<file path="config.mk">
export PLATFORM = sky130hd
export DESIGN_NAME = sorted_counted_key_list
export DESIGN_NICKNAME = d
export VERILOG_FILES = /design/src/hw/rtl/sckl_pkg.sv /design/src/hw/rtl/sckl_mem.sv /design/src/hw/rtl/sckl_ctrl.sv /design/src/hw/rtl/sorted_counted_key_list.sv
export SDC_FILE = /design/constraint.sdc
export NUM_CORES = 2
export LEC_CHECK = 0
export BUFFER_PORTS_ARGS = -buffer_cell sky130_fd_sc_hd__buf_2
export CAP_MARGIN = 0
export CORE_ASPECT_RATIO = 1.25
export CORE_MARGIN = 1.5
export CORE_UTILIZATION = 35
export CTS_CLUSTER_SIZE = 14
export DETAILED_ROUTE_END_ITERATION = 6
export HOLD_SLACK_MARGIN = 0.03
export SLEW_MARGIN = 20
export SYNTH_ARGS = -nofsm -noshare
export SYNTH_HDL_FRONTEND = slang
export SYNTH_SLANG_ARGS = --single-unit
export TNS_END_PERCENT = 1
</file>
<file path="constraint.sdc">
create_clock -name clock -period 15.6 [get_ports clock]
set_input_delay 1.56 -clock clock [delete_from_list [all_inputs] [get_ports clock]]
set_output_delay 1.56 -clock clock [all_outputs]
set_load 0.05 [all_outputs]
</file>
<file path="src/hw/rtl/sckl_pkg.sv">
`timescale 1ns / 1ps

package sckl_pkg;

   localparam int CAPACITY   = 32;
   localparam int KEY_BITS   = 64;
   localparam int COUNT_BITS = 16;

   localparam int IDX_BITS = $clog2(CAPACITY);
   localparam int LVL_BITS = $clog2(CAPACITY + 1);
   localparam int CAP_BITS = 6;

   // stream word widths, padded to whole bytes
   localparam int REQ_DATA_BITS = ((KEY_BITS + IDX_BITS + 7) / 8) * 8;
   localparam int RSP_DATA_BITS = ((KEY_BITS + COUNT_BITS + LVL_BITS + 1 + 7) / 8) * 8;

   typedef enum logic [1:0] {
      ACT_ADD    = 2'd0,
      ACT_REMOVE = 2'd1,
      ACT_READ   = 2'd2,
      ACT_NONE   = 2'd3
   } action_type;

   typedef struct packed {
      logic [KEY_BITS-1:0]   key;
      logic [COUNT_BITS-1:0] count;
   } entry_type;

   typedef struct packed {
      logic                we;
      logic [IDX_BITS-1:0] waddr;
      entry_type           wdata;
      logic [IDX_BITS-1:0] raddr;
   } mem_req_type;

endpackage

</file>
<file path="src/hw/rtl/sckl_mem.sv">
`timescale 1ns / 1ps

module sckl_mem (
   input  logic                   clock,
   input  sckl_pkg::mem_req_type  mem_req,
   output sckl_pkg::entry_type    mem_rdata
);

   sckl_pkg::entry_type mem_ff [sckl_pkg::CAPACITY];
   sckl_pkg::entry_type rdata_ff;

   always_ff @(posedge clock) begin
      if (mem_req.we) begin
         mem_ff[mem_req.waddr] <= mem_req.wdata;
      end
      rdata_ff <= mem_ff[mem_req.raddr];
   end

   assign mem_rdata = rdata_ff;

endmodule

</file>
<file path="src/hw/rtl/sckl_ctrl.sv">
`timescale 1ns / 1ps

module sckl_ctrl (
   input  logic                                 clock,
   input  logic                                 reset,
   input  logic                                 req_tvalid,
   output logic                                 req_tready,
   input  logic [sckl_pkg::REQ_DATA_BITS-1:0]   req_tdata,
   input  logic [1:0]                           req_tuser,
   output logic                                 rsp_tvalid,
   input  logic                                 rsp_tready,
   output logic [sckl_pkg::RSP_DATA_BITS-1:0]   rsp_tdata,
   output logic                                 rsp_tuser,
   input  logic                                 csr_we,
   input  logic [sckl_pkg::CAP_BITS-1:0]        csr_wdata,
   output sckl_pkg::mem_req_type                mem_req,
   input  sckl_pkg::entry_type                  mem_rdata
);

   typedef enum logic [3:0] {
      ST_IDLE,
      ST_SCAN,
      ST_DECIDE,
      ST_SHUP,
      ST_INS,
      ST_SHDN,
      ST_RD,
      ST_DONE
   } state_type;

   localparam logic [sckl_pkg::COUNT_BITS-1:0] COUNT_MAX = '1;
   localparam logic [sckl_pkg::LVL_BITS-1:0]   ONE_LVL   = sckl_pkg::LVL_BITS'(1);
   localparam logic [sckl_pkg::LVL_BITS-1:0]   TWO_LVL   = sckl_pkg::LVL_BITS'(2);

   state_type                           state_ff, state_in;
   logic [sckl_pkg::LVL_BITS-1:0]       fill_ff, fill_in;
   logic [sckl_pkg::CAP_BITS-1:0]       cap_ff, cap_in;
   sckl_pkg::action_type                act_ff, act_in;
   logic [sckl_pkg::KEY_BITS-1:0]       key_ff, key_in;
   logic [sckl_pkg::LVL_BITS-1:0]       scan_ff, scan_in;
   logic [sckl_pkg::LVL_BITS-1:0]       pos_ff, pos_in;
   logic                                hit_ff, hit_in;
   logic [sckl_pkg::COUNT_BITS-1:0]     cnt_ff, cnt_in;
   logic [sckl_pkg::LVL_BITS-1:0]       sh_ff, sh_in;
   logic                                res_ok_ff, res_ok_in;
   logic [sckl_pkg::KEY_BITS-1:0]       res_key_ff, res_key_in;
   logic [sckl_pkg::COUNT_BITS-1:0]     res_cnt_ff, res_cnt_in;
   logic                                rsp_valid_ff, rsp_valid_in;
   logic                                rsp_ok_ff, rsp_ok_in;
   logic [sckl_pkg::KEY_BITS-1:0]       rsp_key_ff, rsp_key_in;
   logic [sckl_pkg::COUNT_BITS-1:0]     rsp_cnt_ff, rsp_cnt_in;
   logic [sckl_pkg::LVL_BITS-1:0]       rsp_occ_ff, rsp_occ_in;

   logic [sckl_pkg::KEY_BITS-1:0]       req_key;
   logic [sckl_pkg::IDX_BITS-1:0]       req_idx;
   logic [sckl_pkg::CAP_BITS-1:0]       limit;

   assign req_key    = req_tdata[sckl_pkg::KEY_BITS-1:0];
   assign req_idx    = req_tdata[sckl_pkg::KEY_BITS +: sckl_pkg::IDX_BITS];
   assign req_tready = (state_ff == ST_IDLE);

   assign limit = (cap_ff < sckl_pkg::CAP_BITS'(sckl_pkg::CAPACITY)) ?
                  cap_ff : sckl_pkg::CAP_BITS'(sckl_pkg::CAPACITY);

   always_comb begin
      state_in     = state_ff;
      fill_in      = fill_ff;
      cap_in       = csr_we ? csr_wdata : cap_ff;
      act_in       = act_ff;
      key_in       = key_ff;
      scan_in      = scan_ff;
      pos_in       = pos_ff;
      hit_in       = hit_ff;
      cnt_in       = cnt_ff;
      sh_in        = sh_ff;
      res_ok_in    = res_ok_ff;
      res_key_in   = res_key_ff;
      res_cnt_in   = res_cnt_ff;
      rsp_valid_in = rsp_valid_ff && !rsp_tready;
      rsp_ok_in    = rsp_ok_ff;
      rsp_key_in   = rsp_key_ff;
      rsp_cnt_in   = rsp_cnt_ff;
      rsp_occ_in   = rsp_occ_ff;
      mem_req      = '0;

      unique case (state_ff)
         ST_IDLE: begin
            if (req_tvalid) begin
               act_in     = sckl_pkg::action_type'(req_tuser);
               key_in     = req_key;
               res_ok_in  = 1'b0;
               res_key_in = '0;
               res_cnt_in = '0;
               state_in   = ST_DONE;
               unique case (sckl_pkg::action_type'(req_tuser))
                  sckl_pkg::ACT_ADD, sckl_pkg::ACT_REMOVE: begin
                     if (fill_ff == '0) begin
                        pos_in   = '0;
                        hit_in   = 1'b0;
                        state_in = ST_DECIDE;
                     end else begin
                        mem_req.raddr = '0;
                        scan_in       = ONE_LVL;
                        state_in      = ST_SCAN;
                     end
                  end
                  sckl_pkg::ACT_READ: begin
                     if (sckl_pkg::LVL_BITS'(req_idx) < fill_ff) begin
                        mem_req.raddr = req_idx;
                        state_in      = ST_RD;
                     end
                  end
                  sckl_pkg::ACT_NONE: begin
                     state_in = ST_DONE;
                  end
               endcase
            end
         end

         // descending order: the first entry not above the key is its place
         ST_SCAN: begin
            if (mem_rdata.key <= key_ff) begin
               pos_in   = scan_ff - ONE_LVL;
               hit_in   = (mem_rdata.key == key_ff);
               cnt_in   = mem_rdata.count;
               state_in = ST_DECIDE;
            end else if (scan_ff == fill_ff) begin
               pos_in   = fill_ff;
               hit_in   = 1'b0;
               state_in = ST_DECIDE;
            end else begin
               mem_req.raddr = scan_ff[sckl_pkg::IDX_BITS-1:0];
               scan_in       = scan_ff + ONE_LVL;
            end
         end

         ST_DECIDE: begin
            state_in = ST_DONE;
            if (act_ff == sckl_pkg::ACT_ADD) begin
               if (hit_ff) begin
                  mem_req.we          = 1'b1;
                  mem_req.waddr       = pos_ff[sckl_pkg::IDX_BITS-1:0];
                  mem_req.wdata.key   = key_ff;
                  mem_req.wdata.count = (cnt_ff == COUNT_MAX) ? cnt_ff :
                                        cnt_ff + sckl_pkg::COUNT_BITS'(1);
                  res_ok_in           = 1'b1;
                  res_key_in          = key_ff;
                  res_cnt_in          = mem_req.wdata.count;
               end else if (fill_ff >= sckl_pkg::LVL_BITS'(limit)) begin
                  res_ok_in = 1'b0;
               end else if (pos_ff == fill_ff) begin
                  state_in = ST_INS;
               end else begin
                  mem_req.raddr = fill_in[sckl_pkg::IDX_BITS-1:0] -
                                  sckl_pkg::IDX_BITS'(1);
                  sh_in         = fill_ff;
                  state_in      = ST_SHUP;
               end
            end else begin
               if (!hit_ff) begin
                  res_ok_in = 1'b0;
               end else if (cnt_ff > sckl_pkg::COUNT_BITS'(1)) begin
                  mem_req.we          = 1'b1;
                  mem_req.waddr       = pos_ff[sckl_pkg::IDX_BITS-1:0];
                  mem_req.wdata.key   = key_ff;
                  mem_req.wdata.count = cnt_ff - sckl_pkg::COUNT_BITS'(1);
                  res_ok_in           = 1'b1;
                  res_key_in          = key_ff;
                  res_cnt_in          = mem_req.wdata.count;
               end else begin
                  res_ok_in  = 1'b1;
                  res_key_in = key_ff;
                  res_cnt_in = '0;
                  if (pos_ff + ONE_LVL < fill_ff) begin
                     mem_req.raddr = pos_ff[sckl_pkg::IDX_BITS-1:0] +
                                     sckl_pkg::IDX_BITS'(1);
                     sh_in         = pos_ff;
                     state_in      = ST_SHDN;
                  end else begin
                     fill_in = fill_ff - ONE_LVL;
                  end
               end
            end
         end

         // move entries up one place, top first, to open the insert slot
         ST_SHUP: begin
            mem_req.we    = 1'b1;
            mem_req.waddr = sh_ff[sckl_pkg::IDX_BITS-1:0];
            mem_req.wdata = mem_rdata;
            if (sh_ff - ONE_LVL == pos_ff) begin
               state_in = ST_INS;
            end else begin
               mem_req.raddr = sh_ff[sckl_pkg::IDX_BITS-1:0] - sckl_pkg::IDX_BITS'(2);
               sh_in         = sh_ff - ONE_LVL;
            end
         end

         ST_INS: begin
            mem_req.we          = 1'b1;
            mem_req.waddr       = pos_ff[sckl_pkg::IDX_BITS-1:0];
            mem_req.wdata.key   = key_ff;
            mem_req.wdata.count = sckl_pkg::COUNT_BITS'(1);
            fill_in             = fill_ff + ONE_LVL;
            res_ok_in           = 1'b1;
            res_key_in          = key_ff;
            res_cnt_in          = sckl_pkg::COUNT_BITS'(1);
            state_in            = ST_DONE;
         end

         // close the gap left by a deleted key
         ST_SHDN: begin
            mem_req.we    = 1'b1;
            mem_req.waddr = sh_ff[sckl_pkg::IDX_BITS-1:0];
            mem_req.wdata = mem_rdata;
            if (sh_ff + TWO_LVL < fill_ff) begin
               mem_req.raddr = sh_ff[sckl_pkg::IDX_BITS-1:0] + sckl_pkg::IDX_BITS'(2);
               sh_in         = sh_ff + ONE_LVL;
            end else begin
               fill_in  = fill_ff - ONE_LVL;
               state_in = ST_DONE;
            end
         end

         ST_RD: begin
            res_ok_in  = 1'b1;
            res_key_in = mem_rdata.key;
            res_cnt_in = mem_rdata.count;
            state_in   = ST_DONE;
         end

         ST_DONE: begin
            if (!rsp_valid_ff || rsp_tready) begin
               rsp_valid_in = 1'b1;
               rsp_ok_in    = res_ok_ff;
               rsp_key_in   = res_key_ff;
               rsp_cnt_in   = res_cnt_ff;
               rsp_occ_in   = fill_ff;
               state_in     = ST_IDLE;
            end
         end

         default: begin
            state_in = ST_IDLE;
         end
      endcase
   end

   always_ff @(posedge clock) begin
      if (reset) begin
         state_ff     <= ST_IDLE;
         fill_ff      <= '0;
         cap_ff       <= sckl_pkg::CAP_BITS'(32);
         rsp_valid_ff <= 1'b0;
      end else begin
         state_ff     <= state_in;
         fill_ff      <= fill_in;
         cap_ff       <= cap_in;
         rsp_valid_ff <= rsp_valid_in;
      end
      act_ff     <= act_in;
      key_ff     <= key_in;
      scan_ff    <= scan_in;
      pos_ff     <= pos_in;
      hit_ff     <= hit_in;
      cnt_ff     <= cnt_in;
      sh_ff      <= sh_in;
      res_ok_ff  <= res_ok_in;
      res_key_ff <= res_key_in;
      res_cnt_ff <= res_cnt_in;
      rsp_ok_ff  <= rsp_ok_in;
      rsp_key_ff <= rsp_key_in;
      rsp_cnt_ff <= rsp_cnt_in;
      rsp_occ_ff <= rsp_occ_in;
   end

   assign rsp_tvalid = rsp_valid_ff;
   assign rsp_tuser  = rsp_ok_ff;
   assign rsp_tdata  = sckl_pkg::RSP_DATA_BITS'({(rsp_occ_ff != '0), rsp_occ_ff,
                                                rsp_cnt_ff, rsp_key_ff});

endmodule

</file>
<file path="src/hw/rtl/sorted_counted_key_list.sv">
`timescale 1ns / 1ps

// Sorted list of up to 32 distinct 64-bit keys, largest first, each with a
// 16-bit saturating count, held in one single-port-read, single-port-write
// memory with registered read data. One word in, one word out, one at a time.
// An add or remove scans from the top entry, one read a cycle, until it meets
// a key not above its own or the end of the list; an insert then shifts the
// lower entries up and a delete shifts them back, one entry a cycle. The
// memory port, one access a cycle, sets this pace. A new word is taken while
// the previous answer still waits on the output register. Entries are never
// cleared, so no pass is needed after reset; capacity_limit resets to 32.
module sorted_counted_key_list (
   input  logic                                 clock,
   input  logic                                 reset,
   input  logic                                 req_tvalid,
   output logic                                 req_tready,
   // key, entry_index, zero pad
   input  logic [sckl_pkg::REQ_DATA_BITS-1:0]   req_tdata,
   // action
   input  logic [1:0]                           req_tuser,
   output logic                                 rsp_tvalid,
   input  logic                                 rsp_tready,
   // entry_key, entry_count, occupancy, nonempty, zero pad
   output logic [sckl_pkg::RSP_DATA_BITS-1:0]   rsp_tdata,
   // ok
   output logic                                 rsp_tuser,
   input  logic                                 csr_we,
   input  logic [sckl_pkg::CAP_BITS-1:0]        csr_wdata
);

   sckl_pkg::mem_req_type mem_req;
   sckl_pkg::entry_type   mem_rdata;

   sckl_ctrl u_ctrl (
      .clock      (clock),
      .reset      (reset),
      .req_tvalid (req_tvalid),
      .req_tready (req_tready),
      .req_tdata  (req_tdata),
      .req_tuser  (req_tuser),
      .rsp_tvalid (rsp_tvalid),
      .rsp_tready (rsp_tready),
      .rsp_tdata  (rsp_tdata),
      .rsp_tuser  (rsp_tuser),
      .csr_we     (csr_we),
      .csr_wdata  (csr_wdata),
      .mem_req    (mem_req),
      .mem_rdata  (mem_rdata)
   );

   sckl_mem u_mem (
      .clock     (clock),
      .mem_req   (mem_req),
      .mem_rdata (mem_rdata)
   );

endmodule
</file>
; ---- Yosys cells after proc, flatten, opt, wreduce, memory -nomap -nowiden
; Memory sizes are Yosys's and may differ from the RTL's. A register that Yosys moved wholly into a read port is not among the register bits.
; Index checks and enable logic that the tools add are counted.
; Widths: inputs -> output; s select.
[classes]
n_eq_ne = 38
multipliers = 0
magnitude_cmp = 7
shifts = 0
n_addsub = 14
reduce_logical = 27
n_bitwise = 0
mux = 90
div_mod_pow = 0
[op_table]
columns = op, n
row1 = $pmux 86 s3, 1
row2 = $pmux 64 s4, 1
row3 = $mux 91, 2
row4 = $mux 86, 2
row5 = $mux 6, 25
row6 = $mux 64, 2
row7 = $mux 16, 6
row8 = $eq 64x64->1, 1
row9 = $le 64x64->1, 1
row10 = $pmux 16 s4, 1
row11 = $mux 5, 12
row12 = $mux 4, 11
row13 = $pmux 6 s3, 2
row14 = $pmux 4 s7, 1
row15 = $pmux 5 s5, 1
row16 = $add 6x1->6 const B, 4
row17 = $pmux 6 s2, 2
row18 = $eq 6x6->1, 3
row19 = $ne 2x2->1 const B, 9
row20 = $sub 6x1->6 const B, 3
row21 = $add 16x1->16 const B, 1
row22 = $eq 16x16->1 const B, 1
row23 = $eq 4x3->1 const B, 4
row24 = $gt 16x1->1 const B, 1
row25 = 41 further kinds, 79
[totals]
ram_bits = 2560
memories = 1
latch_bits = 0
output_inout_bits = 91
mem_bits_ro = 0
regBits = 286
[memory_table]
columns = name, depth, width, rd, rd_clocked_by_memory_dff, wr, line_no
row1 = u_mem.mem_ff, 32, 80, 1, 1, 1, sckl_mem.sv:9  ; sckl_pkg::entry_type mem_ff [sckl_pkg::CAPACITY];

; ---- Longest topological paths before layout
[depth]
ltp_word = 9
ltp_mapped = 22
ltp_nobuf = 16

; ---- Cells and area by module
; Synthesis repeated with hierarchy kept, for this count alone.
[hier_totals]
hier_cells = 5922
area_unflattened_um2 = 113775.4
[modules_own_cells]
columns = module, instances, seq_area_each_um2, area_each_um2, cells_each
row1 = sckl_mem, 1, 78475.3, 98903.6, 4683
row2 = sckl_ctrl, 1, 8398.1, 14871.8, 1239

; ---- Worst setup path before layout
; Ideal clock, no wire load.
[synth_timing]
kind = input to register
start = in rsp_tready
end = reg u_ctrl.state_ff[0]
setup_ns = 0.148
required_ns = 15.452
t_arrival_ns = 6.169
setup_slack_ns = 9.283
cell_stages = 4
cell_sequence = nand2b_1 > nor2b_1 > or2_2 > a211oi_1
[synth_between]
elab_chain_len = 3
[synth_lines]
columns = item, line_no
row1 = start: declaration, sorted_counted_key_list.sv:22  ; input logic rsp_tready,
row2 = $logic_or 1x1->1, sckl_ctrl.sv:233  ; if (!rsp_valid_ff || rsp_tready) begin
row3 = $ne 2x1->1 (no line), --
row4 = $reduce_and 5->1 (no line), --
row5 = end signal: assignment, sckl_ctrl.sv:256  ; state_ff <= state_in;
row6 = end: declaration, sckl_ctrl.sv:35  ; state_type state_ff, state_in;
; No other way between the ends.
; A chain may end at the register's enable or synchronous reset.

; ---- Worst setup path after layout
[layout_timing]
start = reg u_ctrl.key_ff[45] in the netlist's numbering
end = reg u_mem.mem_rdata[7] (netlist name)
[layout_between]
elab_chain_len = 3
[layout_lines]
columns = item, line_no
row1 = start: declaration, sckl_ctrl.sv:39  ; logic [sckl_pkg::KEY_BITS-1:0] key_ff, key_in;
row2 = start signal: assignment, sckl_ctrl.sv:262  ; key_ff <= key_in;
row3 = $le 64x64->1, sckl_ctrl.sv:122  ; if (mem_rdata.key <= key_ff) begin
row4 = $mux 5, sckl_ctrl.sv:122
row5 = $pmux 5 s5, sckl_ctrl.sv:86  ; unique case (state_ff)
; No other way between the ends.

==> out/metrics.csv <==
metric,value,unit
"most common cell after layout, fill and taps aside",edfxtp_1,
minimum clock period,7.69,ns
H-tree Lvls,5,
Layout Skew,0.0774,ns
Setup CP Type,register to register,
met2 usage,34.4,%
Initial Util,35.2,%
Synth area leader,edfxtp_1,
cts bufs inserted,271,
core area,334000,um^2
I/O Pins,176,
CP required,16.27,ns
row cnt,237,
die area,340000,um^2
largest buffer count on any clock path,4,
startpoint type of the worst setup path,register,
Critical Path Fanout Max,106,
"EDFF count, synth",2829,
largest net degree at the start of global routing,168,
synth-to-layout area growth,11.9,%
Hold/Removal Path Class,register to register,
layout cell share with drive strength beyond 1,9.86,%
vias in the first global route,70600,
post-synthesis cell area,118000,um^2
Final Slew Violations,0,
Routed wire per std cell,27.7,um
peak supply drop,195,uV
worst r2r src,u_ctrl.key_ff[45]$_DFFE_PP_,
Synth cell types,92,
Port-buffer cells,171,
"FFs w/ async S/R, synth",0,%
vias per cell,5.67,
Max Fclk,0.130,GHz
synth warn,0,
#FFs+latches synth,2925,
RSZ-0062 raised after global routing,no,
Synth area leaders,"edfxtp_1 (72%), nand2_1 (6.8%), nand3_1 (4.3%)",
Final ANT Viol Nets,0,
hold path start,u_ctrl.res_key_ff[22]$_DFFE_PP_,
CP Data Arrival Time,8.36,ns
crit path capture type,register,
"Hold Violations, Final",0,
post-CTS resize count,0,
Syn Inst Count,8591,
hold buffer count at cts,0,
Post-CTS Setup Bufs,0,
Sink Count,2925,
Tot GR Track Use,20.9,%
CTS tree,yes,
GR Layer Usage met1,27.6,%
Fill cells,30900,
setup ws final,7.91,ns
DR vias,75400,
Root Buffer,clkbuf_16,
register area share after synthesis,73.8,%
"commonest cells after routing, fill and taps aside","edfxtp_1 (2829), nand2_1 (2128), nand3_1 (1020), mux2i_1 (307), clkbuf_16 (281)",
1st-iter DRT viols,9723,
Placed Cells,12800,
Die Width,522,um
clk slew on worst S/H paths,0.06,ns
Lkg Pwr,45.7,nW
first-pass GRT wire length,516000,um
WHS,0.415,ns
top_reg_cell synth,edfxtp_1,
Least-Margin Pin Slew,1.19,ns
DRT Wirelength,368000,um
gpl congestion,0.900,
DR DRC count,3,
met3 usage,3.14,%
Final Net Count,8854,
GRT Residual Overflow,0,
dpl ws,8.12,ns
post-synth top area share,72.2,%
PD cells,195,nW/um^2
drt pass-1 iters,7,
worst-skew pair later-pin latency,0.87,ns
Synth Area per Inst,13.7,um^2
status,"complete, but fails checks",
die height,651,um
Finished Layout Cells,13300,
DP HPWL,192000,um
relative slew slack,20.5,%
Final period util,49.3,%
initial antenna violation count,14,
layer with the highest usage,met2,
syn nets,8778,
total negative slack,0,ns
endpoints failing setup,0,
crit path from,u_ctrl.key_ff[45]$_DFFE_PP_,
final core occ,39.4,%
failing checks,DRC,
Max Cap Viol,0,
==> cell families (layout without fill, tap and decap cells) <==
| group | Yosys count | in the layout | synth area share, % |
|---|---|---|---|
| compound gates | 1008 | 1008 | 6.26 |
| xor+xnor | 50 | 50 | 0.372 |
| fa+ha+maj | 102 | 102 | 1.09 |
| buf+inv | 637 | 904 | 2.66 |
| flops | 2925 | 2925 | 73.8 |
| mux | 315 | 315 | 2.69 |
| other cells | 1 | 5 | 0.00319 |
| simple gates | 3553 | 3553 | 13.1 |
==> path summary, 6_finish.rpt <==
| check | to | slack [ns] | cells after the start |
|---|---|---|---|
| worst min-delay path | u_ctrl.rsp_key_ff[22]$_DFFE_PP_ | 0.42 | 0 |
| worst max register to register | u_mem.mem_rdata[7]$_DFF_P_ | 7.91 | 16 |
| worst min register to register | u_ctrl.rsp_key_ff[22]$_DFFE_PP_ | 0.42 | 0 |
| worst max-delay path | u_mem.mem_rdata[7]$_DFF_P_ | 7.91 | 16 |
==> registers in the layout (all words and copies together), names as in the netlist, 16 cells and up <==
signal             flops
u_ctrl.res_key_ff     64
u_ctrl.key_ff         64
u_ctrl.cnt_ff         16
u_ctrl.rsp_cnt_ff     16
u_mem.mem_ff        2560
u_ctrl.res_cnt_ff     16
u_mem.mem_rdata       80
u_ctrl.rsp_key_ff     64
==> cell usage after synthesis (11+ instances only) <==
library cell	count
xor2_1	19
clkbuf_1	175
o21ai_0	48
a311oi_1	35
ha_1	101
a21o_1	21
a22oi_1	62
o22ai_1	21
a31oi_1	180
inv_1	89
edfxtp_1	2829
nand3_1	1020
buf_1	27
nand4_1	57
a22o_1	157
buf_6	19
nor3_1	25
a21oi_1	225
a221oi_2	24
or3_1	11
nor2_1	123
o221ai_1	20
a211oi_1	30
a32oi_1	39
mux2i_1	307
and3_1	99
nand2_1	2132
buf_2	255
buf_4	65
o2111ai_1	13
a32o_1	20
o21a_1	25
nand4b_1	16
or4_1	14
xnor2_1	31
dfxtp_1	96
a31o_1	17
==> per-layer routing <==
metal  vias to the layer above  wire [um]
met1                     38300     142000
met5                         -          0
li1                      32100          -
met4                         0      16400
met3                       785      35400
met2                      4122     174000
==> report_power, final <==
part,switching (mW),internal (mW)
registers,0.597,10.6
clock network,2.81,3.53
logic,6.00,2.18
total,9.41,16.3
==> worst max-delay path: stages, from the launching register on <==
cell and delay, ns:
edfxtp_1 0.62, inv_1 0.09, ha_1 0.32, nand4_1 0.23, nor4_2 0.43, nand4_1 0.32, o31a_2 0.60, nand2_4 0.63
o21bai_1 0.36, and2_4 0.72, buf_12 0.57, buf_4 0.88, buf_4 0.65, and3_1 0.26, a311oi_1 0.05, a211oi_1 0.29
o32ai_1 0.14
==> area by class of cell <==
type,instances,area (um^2),area share [%]
Sequential cell,2925,86900,66.0
Tap cell,4421,5530,4.20
Antenna cell,4,10.0,0.00760
Clock buffer,392,7670,5.82
Inverter,91,342,0.259
Multi-Input combinational cell,5029,28200,21.4
Timing Repair Buffer,349,2480,1.88
Clock inverter,72,537,0.408
==> metrics by stage <==
step                      power [mW]  instance area (um^2)
final                           25.7                132000
after global routing            26.7                132000
after CTS                       25.7                132000
after detailed placement        19.4                123000
after global placement          19.2                123000
after floorplan                 16.2                118000
Note: power is estimated with default switching activity, not from simulation.
